===== src/pcd_pkg.sv =====
// Package for the PNG chunk deframer: phase type, output phase codes,
// signature bytes, chunk type words and the counter/offset widths.
// No dependencies.
package pcd_pkg;

    localparam int COUNT_BITS  = 16;
    localparam int OFFSET_BITS = 32;

    localparam logic [COUNT_BITS-1:0]  COUNT_MAX    = {COUNT_BITS{1'b1}};
    localparam logic [OFFSET_BITS-1:0] OFFSET_RESET = OFFSET_BITS'(8);

    typedef enum logic [5:0] {
        PH_SIG  = 6'b000001,
        PH_LEN  = 6'b000010,
        PH_TYPE = 6'b000100,
        PH_DATA = 6'b001000,
        PH_CRC  = 6'b010000,
        PH_DONE = 6'b100000
    } t_phase;

    localparam logic [2:0] PHASE_CODE_SIG  = 3'd0;
    localparam logic [2:0] PHASE_CODE_LEN  = 3'd1;
    localparam logic [2:0] PHASE_CODE_TYPE = 3'd2;
    localparam logic [2:0] PHASE_CODE_DATA = 3'd3;
    localparam logic [2:0] PHASE_CODE_CRC  = 3'd4;
    localparam logic [2:0] PHASE_CODE_DONE = 3'd5;

    localparam logic [1:0] KIND_OTHER = 2'd0;
    localparam logic [1:0] KIND_IHDR  = 2'd1;
    localparam logic [1:0] KIND_IDAT  = 2'd2;
    localparam logic [1:0] KIND_IEND  = 2'd3;

    localparam logic [31:0] TYPE_IHDR = 32'h4948_4452;
    localparam logic [31:0] TYPE_IDAT = 32'h4944_4154;
    localparam logic [31:0] TYPE_IEND = 32'h4945_4E44;

    function automatic logic [7:0] sig_byte(input logic [2:0] idx);
        logic [7:0] b;
        case (idx)
            3'd0:    b = 8'h89;
            3'd1:    b = 8'h50;
            3'd2:    b = 8'h4E;
            3'd3:    b = 8'h47;
            3'd4:    b = 8'h0D;
            3'd5:    b = 8'h0A;
            3'd6:    b = 8'h1A;
            3'd7:    b = 8'h0A;
            default: b = 8'h00;
        endcase
        return b;
    endfunction

    function automatic logic [1:0] classify(input logic [31:0] t);
        logic [1:0] k;
        if (t == TYPE_IHDR) begin
            k = KIND_IHDR;
        end else if (t == TYPE_IDAT) begin
            k = KIND_IDAT;
        end else if (t == TYPE_IEND) begin
            k = KIND_IEND;
        end else begin
            k = KIND_OTHER;
        end
        return k;
    endfunction

    function automatic logic [2:0] phase_code(input t_phase ph);
        logic [2:0] c;
        case (ph)
            PH_SIG:  c = PHASE_CODE_SIG;
            PH_LEN:  c = PHASE_CODE_LEN;
            PH_TYPE: c = PHASE_CODE_TYPE;
            PH_DATA: c = PHASE_CODE_DATA;
            PH_CRC:  c = PHASE_CODE_CRC;
            PH_DONE: c = PHASE_CODE_DONE;
            default: c = PHASE_CODE_SIG;
        endcase
        return c;
    endfunction

endpackage


===== src/png_chunk_deframer_unit.sv =====
// PNG chunk deframer top level: byte-wide parser state and result register.
// Depends on pcd_pkg.
//
//   channel  direction  handshake           payload
//   input    in         i_valid / o_ready   i_data_byte (one file byte per word)
//   result   out        o_valid / i_ready   o_phase .. o_end_seen (one per word)
//
// Each accepted byte updates the parser state; its result is
// visible the next cycle. Throughput is one byte per cycle, limited only by
// the single result register: a new byte is taken whenever that register is
// empty or is being read in the same cycle. Reset (synchronous) returns to
// the signature phase with the chunk offset at eight and empties the result.
module png_chunk_deframer_unit
    import pcd_pkg::*;
(
    input  logic        i_clk,
    input  logic        i_rst_n,

    input  logic        i_valid,
    output logic        o_ready,
    input  logic [7:0]  i_data_byte,

    output logic        o_valid,
    input  logic        i_ready,
    output logic [2:0]  o_phase,
    output logic        o_signature_bad,
    output logic [31:0] o_length_word,
    output logic [1:0]  o_chunk_kind,
    output logic        o_type_complete,
    output logic [31:0] o_crc_value,
    output logic        o_crc_complete,
    output logic [15:0] o_idat_count,
    output logic [31:0] o_chunk_offset,
    output logic        o_end_seen
);

    t_phase                 r_phase,      n_phase;
    logic [2:0]             r_index,      n_index;
    logic                   r_sig_bad,    n_sig_bad;
    logic [31:0]            r_length,     n_length;
    logic [31:0]            r_remaining,  n_remaining;
    logic [31:0]            r_type,       n_type;
    logic [31:0]            r_crc,        n_crc;
    logic [COUNT_BITS-1:0]  r_idat,       n_idat;
    logic [OFFSET_BITS-1:0] r_position,   n_position;
    logic [OFFSET_BITS-1:0] r_start,      n_start;
    logic [1:0]             r_kind,       n_kind;
    logic                   r_type_pulse, n_type_pulse;
    logic                   r_crc_pulse,  n_crc_pulse;
    logic                   r_valid;
    logic                   w_accept;
    logic [31:0]            w_length_shift;

    assign o_ready  = !r_valid || i_ready;
    assign w_accept = i_valid && o_ready;

    assign w_length_shift = {r_length[23:0], i_data_byte};

    always_comb begin
        n_phase      = r_phase;
        n_index      = r_index;
        n_sig_bad    = r_sig_bad;
        n_length     = r_length;
        n_remaining  = r_remaining;
        n_type       = r_type;
        n_crc        = r_crc;
        n_idat       = r_idat;
        n_position   = r_position;
        n_start      = r_start;
        n_type_pulse = 1'b0;
        n_crc_pulse  = 1'b0;

        if (r_phase != PH_DONE) begin
            n_position = r_position + OFFSET_BITS'(1);
        end

        case (r_phase)
            PH_SIG: begin
                if (i_data_byte != sig_byte(r_index)) begin
                    n_sig_bad = 1'b1;
                end
                n_index = r_index + 3'd1;
                if (r_index == 3'd7) begin
                    n_phase = PH_LEN;
                end
            end
            PH_LEN: begin
                if (r_index == 3'd0) begin
                    // first length byte opens a new chunk: clear the words
                    n_start  = r_position;
                    n_length = {24'd0, i_data_byte};
                    n_type   = 32'd0;
                    n_crc    = 32'd0;
                end else begin
                    n_length = w_length_shift;
                end
                n_index = r_index + 3'd1;
                if (r_index == 3'd3) begin
                    n_index = 3'd0;
                    n_phase = PH_TYPE;
                end
            end
            PH_TYPE: begin
                n_type  = {r_type[23:0], i_data_byte};
                n_index = r_index + 3'd1;
                if (r_index == 3'd3) begin
                    n_index      = 3'd0;
                    n_type_pulse = 1'b1;
                    n_remaining  = r_length;
                    n_phase      = (r_length == 32'd0) ? PH_CRC : PH_DATA;
                end
            end
            PH_DATA: begin
                n_remaining = r_remaining - 32'd1;
                if (r_remaining == 32'd1) begin
                    n_phase = PH_CRC;
                end
            end
            PH_CRC: begin
                n_crc   = {r_crc[23:0], i_data_byte};
                n_index = r_index + 3'd1;
                if (r_index == 3'd3) begin
                    n_index     = 3'd0;
                    n_crc_pulse = 1'b1;
                    if (r_kind == KIND_IDAT && r_idat != COUNT_MAX) begin
                        n_idat = r_idat + COUNT_BITS'(1);
                    end
                    n_phase = (r_kind == KIND_IEND) ? PH_DONE : PH_LEN;
                end
            end
            PH_DONE: begin
                // hold everything; later bytes are dropped
            end
            default: begin
                n_phase = PH_SIG;
            end
        endcase

        n_kind = classify(n_type);
    end

    always_ff @(posedge i_clk) begin
        if (!i_rst_n) begin
            r_phase      <= PH_SIG;
            r_index      <= 3'd0;
            r_sig_bad    <= 1'b0;
            r_length     <= 32'd0;
            r_remaining  <= 32'd0;
            r_type       <= 32'd0;
            r_crc        <= 32'd0;
            r_idat       <= '0;
            r_position   <= '0;
            r_start      <= OFFSET_RESET;
            r_kind       <= KIND_OTHER;
            r_type_pulse <= 1'b0;
            r_crc_pulse  <= 1'b0;
            r_valid      <= 1'b0;
        end else begin
            if (w_accept) begin
                r_phase      <= n_phase;
                r_index      <= n_index;
                r_sig_bad    <= n_sig_bad;
                r_length     <= n_length;
                r_remaining  <= n_remaining;
                r_type       <= n_type;
                r_crc        <= n_crc;
                r_idat       <= n_idat;
                r_position   <= n_position;
                r_start      <= n_start;
                r_kind       <= n_kind;
                r_type_pulse <= n_type_pulse;
                r_crc_pulse  <= n_crc_pulse;
                r_valid      <= 1'b1;
            end else if (i_ready) begin
                r_valid <= 1'b0;
            end
        end
    end

    // State only advances when a word is taken, so it is the held result.
    assign o_valid         = r_valid;
    assign o_phase         = phase_code(r_phase);
    assign o_signature_bad = r_sig_bad;
    assign o_length_word   = r_length;
    assign o_chunk_kind    = r_kind;
    assign o_type_complete = r_type_pulse;
    assign o_crc_value     = r_crc;
    assign o_crc_complete  = r_crc_pulse;
    assign o_idat_count    = 16'(r_idat);
    assign o_chunk_offset  = 32'(r_start);
    assign o_end_seen      = (r_phase == PH_DONE);

endmodule

===== config.mk =====
export PLATFORM = sky130hd
export DESIGN_NAME = png_chunk_deframer_unit
export DESIGN_NICKNAME = d
export VERILOG_FILES = /design/src/pcd_pkg.sv /design/src/png_chunk_deframer_unit.sv
export SDC_FILE = /design/constraint.sdc
export NUM_CORES = 1
export LEC_CHECK = 0
export ABC_AREA = 1
export BUFFER_PORTS_ARGS = -buffer_cell sky130_fd_sc_hd__clkbuf_2
export CORE_ASPECT_RATIO = 1.2
export CORE_MARGIN = 4
export CORE_UTILIZATION = 60
export CTS_BUF_LIST = sky130_fd_sc_hd__clkbuf_8
export DETAILED_ROUTE_END_ITERATION = 12
export HOLD_SLACK_MARGIN = 0.03
export PLACE_DENSITY = 0.87
export SYNTH_ARGS = -nofsm -noshare
export SYNTH_HDL_FRONTEND = slang
export SYNTH_SLANG_ARGS = --single-unit

===== constraint.sdc =====
create_clock -name i_clk -period 2.9 [get_ports i_clk]
set_input_delay 0.29 -clock i_clk [delete_from_list [all_inputs] [get_ports i_clk]]
set_output_delay 0.29 -clock i_clk [all_outputs]
set_load 0.02 [all_outputs]

=== Word-level counts from Yosys, hierarchy flattened ===
Memories as Yosys holds them, arrays and structs flattened. A register that Yosys moved wholly into a read port is not among the register bits.
Cells that the tools add are included.

* Bits in registers: 223
* Memory bits (read-only): 56
* Input bits: 12
* Output and inout bits: 123
* Word-level logic and storage cells: 92
* Memories: 1

* Add/subtract/negate cells: 4
* Equal/unequal tests: 23
* Multiplexer cells: 29
* Bitwise logic cells: 1
* Reductions and logical operators: 20

{| class="wikitable"
|+ Memory list
! memory !! depth !! bits a word !! read ports !! clocked after Yosys merged registers in !! wr ports !! line !! source
|-
| (no name shown) || 8 || 7 || 1 || 1 || 0 || pcd_pkg.sv:39 || <nowiki>case (idx)</nowiki>
|}

{| class="wikitable"
|+ Operators with widths
! cell !! number
|-
| $pmux 32 s2 || 3
|-
| $mux 32 || 4
|-
| $eq 32x31->1 const B || 3
|-
| $mux 6 || 6
|-
| $pmux 6 s6 || 1
|-
| $add 32x1->32 const B || 1
|-
| $eq 32x1->1 const B || 1
|-
| $logic_not 32->1 || 1
|-
| $sub 32x1->32 const B || 1
|-
| $add 16x1->16 const B || 1
|-
| $ne 16x16->1 const B || 1
|-
| $pmux 3 s5 || 1
|-
| $ne 2x2->1 const B || 6
|-
| $reduce_and 3->1 || 4
|-
| $mux 3 || 3
|-
| $mux 8 || 1
|-
| $ne 8x8->1 || 1
|-
| $reduce_bool 2->1 || 4
|-
| $reduce_and 7->1 || 1
|-
| $eq 6x1->1 const B || 1
|-
| $eq 6x2->1 const B || 1
|-
| $eq 6x3->1 const B || 1
|-
| $eq 6x4->1 const B || 1
|-
| $eq 6x5->1 const B || 1
|-
| other kinds (18) || 28
|}

=== Longest topological paths before layout ===
Gate-level depths: netlist of run 1.

* Depth in word-level cells: 7
* Depth in mapped cells: 17
* Gate-level depth less buffers: 16

=== Least setup slack after synthesis of run 1 ===
OpenSTA, ideal clock, no wires.

* Path kind: flip-flop to flip-flop
* From: register r_phase[0]
* To: register (tool-made name)
* Setup time: 0.056 ns
* Data arrival time: 2.153 ns
* Data required time: 2.844 ns
* Path slack: 0.691 ns
* Cell stages (with the launch flop): 14
* Path buffers: 0
* Period minus slack after synthesis: 2.209 ns
* Path through: dfxtp_1 -> nor2_2 -> nand2_2 -> nor3_4 -> nor2_1 -> nand2_1 -> nand2_1 -> inv_1 -> nor2_1 -> nor3_1 -> inv_1 -> ha_1 -> or2_1 -> inv_1

{| class="wikitable"
|+ RTL lines
! item !! line !! source
|-
| from (decl) || png_chunk_deframer_unit.sv:37 || <nowiki>t_phase r_phase, n_phase;</nowiki>
|-
| from (signal assigned) || png_chunk_deframer_unit.sv:160 || <nowiki>r_phase <= n_phase;</nowiki>
|}

==> results of run 1 <==
-- sequential cells by signal, indices dropped and copies added (netlist names), 2 cells and up, named ones only --
name,cells
o_length_word,32
r_type,32
o_chunk_kind,2
r_position,32
r_index,3
r_remaining,32
r_phase,6
o_idat_count,16
o_chunk_offset,32
o_crc_value,32
-- routing by layer --
metal	GRT usage [%]	vias to the layer above
li1	-	5996
met1	35.7	5564
met2	47.7	551
met3	5.76	87
met4	11.1	0
met5	0	-
-- kinds of logic after synthesis --
group | after synthesis
xor+xnor | 28
buf+inv | 297
compound gates | 366
simple gates | 835
flops | 230
fa+ha+maj | 10
-- power groups by stage --
| stage | combinational (mW) | sequential [mW] | clock (mW) |
|---|---|---|---|
| after floorplan | 1.49 | 3.56 | 0 |
| after global placement | 1.95 | 3.55 | 0 |
| after detailed placement | 2.00 | 3.56 | 0 |
| after CTS | 2.02 | 3.50 | 2.68 |
| after global routing | 2.28 | 3.52 | 2.82 |
| final | 2.07 | 3.50 | 2.64 |
-- critical path: stages, from the launching register on --
cell     delay, ns
dfxtp_1       0.38
nor2_4        0.34
nand3_1       0.25
nand2_1       0.14
nor2_1        0.07
nand2_1       0.09
nand2_1       0.09
inv_1         0.10
nor2_1        0.06
nor3_1        0.38
inv_1         0.16
ha_1          0.23
or2_1         0.22
inv_1         0.05
-- cell usage in the layout, fill, tap and decap left out, types with 2 or more instances in the layout --
master / instances
nor3_1: 43
nor3_2: 2
nand4_1: 46
o21ai_0: 128
nand2_1: 383
buf_4: 27
nor3_4: 2
clkinv_2: 4
nand3b_1: 2
a21o_1: 2
a21oi_1: 189
nor2_4: 2
nor2_1: 233
inv_1: 217
a31oi_1: 5
o211ai_1: 21
nor2_2: 6
xnor2_1: 10
and3_1: 2
xor2_1: 18
clkbuf_8: 44
inv_2: 5
o21a_1: 2
clkbuf_2: 134
nand3_1: 91
o21ai_1: 6
dfxtp_1: 230
ha_1: 10
nand2_2: 3
o221ai_1: 2
a211oi_1: 4
nor4_1: 15
-- area by class of cell --
cell class                      instances  area [um2]  area share [%]
Multi-Input combinational cell       1239        5890            44.7
Timing Repair Buffer                  162         893            6.77
Sequential cell                       230        4600            34.9
Tap cell                              256         320            2.43
Clock inverter                         16        70.1           0.531
Clock buffer                           44         606            4.59
Inverter                              213         802            6.08
-- through the flow --
stage / std cells / hold slack (ns) / utilization (%) / area [um2]
2_1_floorplan: 1766 / 0.425 / - / 11700
3_3_place_gp: 2100 / 0.430 / 65.9 / 12500
3_5_place_dp: 2100 / 0.437 / 65.9 / 12500
4_1_cts: 2160 / 0.0320 / 69.4 / 13200
5_1_grt: 2160 / 0.0617 / 69.4 / 13200
6_report: 2160 / 0.0511 / 69.4 / 13200
-- final timing paths --
kind | from | to | slack (ns)
max | r_phase[5] | flip-flop | 0.29
min | i_data_byte[2] | o_crc_value[2] | 0.05
max reg2reg | r_phase[5] | flip-flop | 0.29
min reg2reg | o_chunk_offset[13] | o_chunk_offset[13] | 0.44
==> impl_metrics.env, run 1 <==
export IMPL_cts_resized=0
export IMPL_yosys_warnings=0
export IMPL_finalClockSkew_ns=0.00925
export IMPL_swShare_pct=35.6
export IMPL_yosysMostFrequentCell="nand2_1"
export IMPL_fmax_mhz=383
export IMPL_grt_pass1_wl_um=52500
export IMPL_core_area_mm2=0.0190
export IMPL_grt_pass1_vias=11300
export IMPL_synthTopCellsByCount="nand2_1 (384), nor2_1 (235), dfxtp_1 (230), inv_1 (206), a21oi_1 (189)"
export IMPL_syn_cell_area_mm2=0.0117
export IMPL_die_width_um=135
export IMPL_synthMuxAreaShare_pct=0
export IMPL_clk_pin_slew_ns=0.06
export IMPL_drt_initial_drc_count=1230
export IMPL_drt_total_wl_um=31800
export IMPL_dr_pass1_iters=5
export IMPL_cts_made_buffers=37
export IMPL_synth_compound_area_share_pct=16.7
export IMPL_max_slew_margin_pct=38.9
export IMPL_routed_top_layer="met4"
export IMPL_cap_violations=0
export IMPL_routed_wl_met3_um=2810
export IMPL_synthCells=1766
export IMPL_clock_latency_ns=0.52
export IMPL_synth_xor_area_share_pct=2.10
export IMPL_status="finished, final reports clean"
export IMPL_yosys_area_top_type_share_pct=39.5
export IMPL_worstPathRequired_ns=3.37
export IMPL_power_switching_mw=2.93
export IMPL_p_leak_nw=5.72
export IMPL_crit_type="reg2reg"
export IMPL_clock_sinks=230
export IMPL_min_period_over_period_pct=90.1
export IMPL_hp_class="in2reg"
export IMPL_antenna_found_initial=0
export IMPL_worst_slew_pin_slew_ns=0.916
export IMPL_synth_top_family_by_area="simple AND/OR/NAND/NOR gates"
export IMPL_clk_path_buf_depth=3
export IMPL_whs_path_depth=3
export IMPL_hold_viol_final=0
export IMPL_post_cts_buffers=0
export IMPL_pin_count=135
export IMPL_wl_met1_um=13000
export IMPL_wl_per_cell_um=14.7
export IMPL_cts_tree="built"
export IMPL_gr_total_overflow=0
export IMPL_sequentialPowerShare_pct=42.6
export IMPL_setup_viol=0
export IMPL_fin_ws_ns=0.286
export IMPL_fill_cells=1652
export IMPL_via_count=12200
export IMPL_nNetsFinal=1905
export IMPL_ys_types=46
export IMPL_rsz0062_at_grt="no"
export IMPL_areaGrowthSynthToFinish_pct=13.1
export IMPL_dp_slack_ns=0.343
export IMPL_final_setup_tns_ns=0
export IMPL_io_buffers=134
export IMPL_yosys_area_share_simple_pct=30.6
export IMPL_period_minus_slack_ns=2.61
export IMPL_synth_yosys_seq_area_share_pct=39.5
export IMPL_grt_max_degree=125
export IMPL_pwr_density_cell_mw_per_mm2=623
export IMPL_p_clk_share_pct=32.2
export IMPL_ir_drop_v=0.000339
export IMPL_avgSynthCellArea_um2=6.61
export IMPL_dieHeight_um=161
export IMPL_start_kind="flip-flop"
export IMPL_hold_buffers=0
export IMPL_initial_core_util_pct=61.4
export IMPL_syn_num_nets=1788
export IMPL_synth_edf_count=0
export IMPL_total_power_mw=8.21
export IMPL_drive_gt1_share_pct=12.5
export IMPL_synthArstFlopShare_pct=0
export IMPL_via_per_inst=5.65
export IMPL_ys_dominant_reg_cell="dfxtp_1"
export IMPL_cp_max_fo=16
export IMPL_cp_end_kind="flip-flop"
export IMPL_comb_power_share_pct=25.2
export IMPL_drc=0
export IMPL_arrival_ns=3.08
export IMPL_ys_ff_latch=230
export IMPL_synth_top_cell_by_area="dfxtp_1"
export IMPL_yosys_area_share_adder_pct=1.07
export IMPL_num_antenna_cells=0
export IMPL_reg2reg_depth=13
export IMPL_wl_met2_um=15000
export IMPL_antenna_left=0
export IMPL_htree_levels=2
export IMPL_grtUsageTotal_pct=28.4
export IMPL_dpl_hpwl_um=21600
export IMPL_cts_root_buf="clkbuf_8"
export IMPL_die_area_mm2=0.0217
export IMPL_synth_area_leaders="dfxtp_1 (39%), nand2_1 (12%), a21oi_1 (8.1%)"
export IMPL_row_count=55
export IMPL_drv_slew=0
export IMPL_gp_congestion=0.921
export IMPL_p_int_mw=5.29
Note: power is estimated with default switching activity, not from simulation.
==> inputs of run 2 (changes only) <==
- RECOVER_POWER: default -> 50
==> run 2 against run 1 <==
Net effect:
- the run now ends with max-capacitance violations, max-slew violations left
- combinational power barely moved
- global-route usage unchanged
- flip-flop and latch count stayed put
- worst setup slack got worse by 0.029 ns
- register-to-register slack got worse by 0.03 ns
- routed wire length rose by 0.29%
- utilization fell by 0.96 points
- via count decreased by 0.25%
- sequential power is essentially flat
- cell area shrank 1.4%
- largest power group unchanged
==> impl_metrics.env, run 2 (synthesized netlist as in run 1, its figures left out) <==
export IMPL_status="finished with violations"
export IMPL_violations="max-capacitance violations, max-slew violations"
export IMPL_rr_startpoint="r_phase[3]"
export IMPL_drv_slew=125
export IMPL_initial_core_util_pct=61.4
export IMPL_via_count=12200
export IMPL_min_period_over_period_pct=91.1
export IMPL_post_cts_buffers=0
export IMPL_arrival_ns=3.06
export IMPL_hold_buffers=0
export IMPL_dpl_hpwl_um=21600
export IMPL_drc=0
export IMPL_antenna_found_initial=0
export IMPL_row_count=55
export IMPL_drt_initial_drc_count=1123
export IMPL_crit_type="reg2reg"
export IMPL_layout_commonest_cell="nand2_1"
export IMPL_cap_violations=1
export IMPL_final_cell_mix="nand2_1 (385), nor2_1 (233), dfxtp_1 (230), inv_1 (217), a21oi_1 (189)"
export IMPL_die_width_um=135
export IMPL_clk_path_buf_depth=3
export IMPL_fill_cells=1743
export IMPL_clock_latency_ns=0.53
export IMPL_routed_top_layer="met4"
export IMPL_antenna_left=0
export IMPL_pwr_density_cell_mw_per_mm2=630
export IMPL_grt_pass1_vias=11300
export IMPL_cts_made_buffers=37
export IMPL_gr_total_overflow=0
export IMPL_hold_viol_final=0
export IMPL_htree_levels=2
export IMPL_ir_drop_v=0.000314
export IMPL_worstPathRequired_ns=3.31
export IMPL_drt_total_wl_um=31900
export IMPL_r2r_slack_ns=0.26
export IMPL_nNetsFinal=1905
export IMPL_dieHeight_um=161
export IMPL_whs_ns=0.0510
export IMPL_cp_max_fo=12
export IMPL_cts_root_buf="clkbuf_8"
export IMPL_die_area_mm2=0.0217
export IMPL_via_per_inst=5.63
export IMPL_wl_per_cell_um=14.7
export IMPL_routed_wl_met3_um=2770
export IMPL_clk_pin_slew_ns=0.06
export IMPL_dr_pass1_iters=6
export IMPL_grt_max_degree=125
export IMPL_core_area_mm2=0.0190
export IMPL_gp_congestion=0.921
export IMPL_num_antenna_cells=0
export IMPL_finalClockSkew_ns=0.0120
export IMPL_wl_met2_um=15100
export IMPL_fmax_mhz=378
export IMPL_drive_gt1_share_pct=5.99
export IMPL_areaGrowthSynthToFinish_pct=11.5
export IMPL_startpoint="r_phase[3]"
export IMPL_reg2reg_depth=13
export IMPL_cts_tree="built"
export IMPL_cp_end_kind="flip-flop"
export IMPL_endpoint="r_position[23]"
export IMPL_period_minus_slack_ns=2.64
export IMPL_p_leak_nw=5.29
export IMPL_cts_resized=0
export IMPL_final_setup_tns_ns=0
export IMPL_grtUsageTotal_pct=28.4
export IMPL_max_slew_margin_pct=-1.78
export IMPL_worst_slew_pin_slew_ns=1.53
export IMPL_rsz0062_at_grt="no"
export IMPL_setup_viol=0
export IMPL_min_from="i_data_byte[2]"
export IMPL_rr_endpoint="r_position[23]"
export IMPL_grt_pass1_wl_um=52500
export IMPL_io_buffers=134
export IMPL_clock_sinks=230
export IMPL_start_kind="flip-flop"
export IMPL_pin_count=135
export IMPL_hp_class="in2reg"
export IMPL_wl_met1_um=13000
run 2: layer usage:
metal,up-vias,global-route usage (%)
li1,6006,-
met1,5560,35.7
met2,512,47.7
met3,90,5.76
met4,0,11.1
met5,-,0
run 2: power breakdown:
group / internal [mW] / switching, mW / leakage (nW)
Combinational: 0.564 / 1.49 / 3.04
Clock: 1.37 / 1.27 / 0.395
Sequential: 3.34 / 0.159 / 1.86
run 2: worst max-delay path: stages (launching register included):
cell and delay [ns]:
dfxtp_1 0.40, nor2_1 0.12, nand2_1 0.16, inv_1 0.06
nand3_1 0.13, nand2_1 0.25, inv_2 0.26, nand4_2 0.15
nor2_1 0.26, nand2_1 0.12, nor2_1 0.24, nand2_1 0.11
o21ai_0 0.19, a21oi_1 0.06
run 2: how the worst min path moves through the flow:
| stage | end | cells past startpoint |
|---|---|---|
| 2_1_floorplan | o_length_word[5] | 2 |
| 3_3_place_gp | o_chunk_offset[11] | 2 |
| 3_5_place_dp | o_chunk_offset[4] | 2 |
| 4_1_cts | o_crc_value[2] | 3 |
| 5_1_grt | o_crc_value[2] | 3 |
| 6_report | o_crc_value[2] | 3 |
run 2: area by class of cell:
type | count | area [um2] | share of cell area, %
clock buffers | 44 | 606 | 4.66
inverters | 213 | 802 | 6.17
well taps | 256 | 320 | 2.46
flip-flops and latches | 230 | 4600 | 35.4
repair buffers | 162 | 722 | 5.55
clock inverters | 16 | 70.1 | 0.539
multi-input cells | 1239 | 5880 | 45.2
run 2: stage by stage:
step / util [%] / power [mW] / instances / instance area, um2 / setup slack, ns
finish: 68.5 / 8.20 / 2160 / 13000 / 0.257
global route: 68.5 / 8.60 / 2160 / 13000 / 0.0366
CTS: 69.4 / 8.20 / 2160 / 13200 / 0.335
detailed placement: 65.9 / 5.56 / 2100 / 12500 / 0.343
global placement: 65.9 / 5.51 / 2100 / 12500 / 0.405
floorplan: - / 5.05 / 1766 / 11700 / 0.691
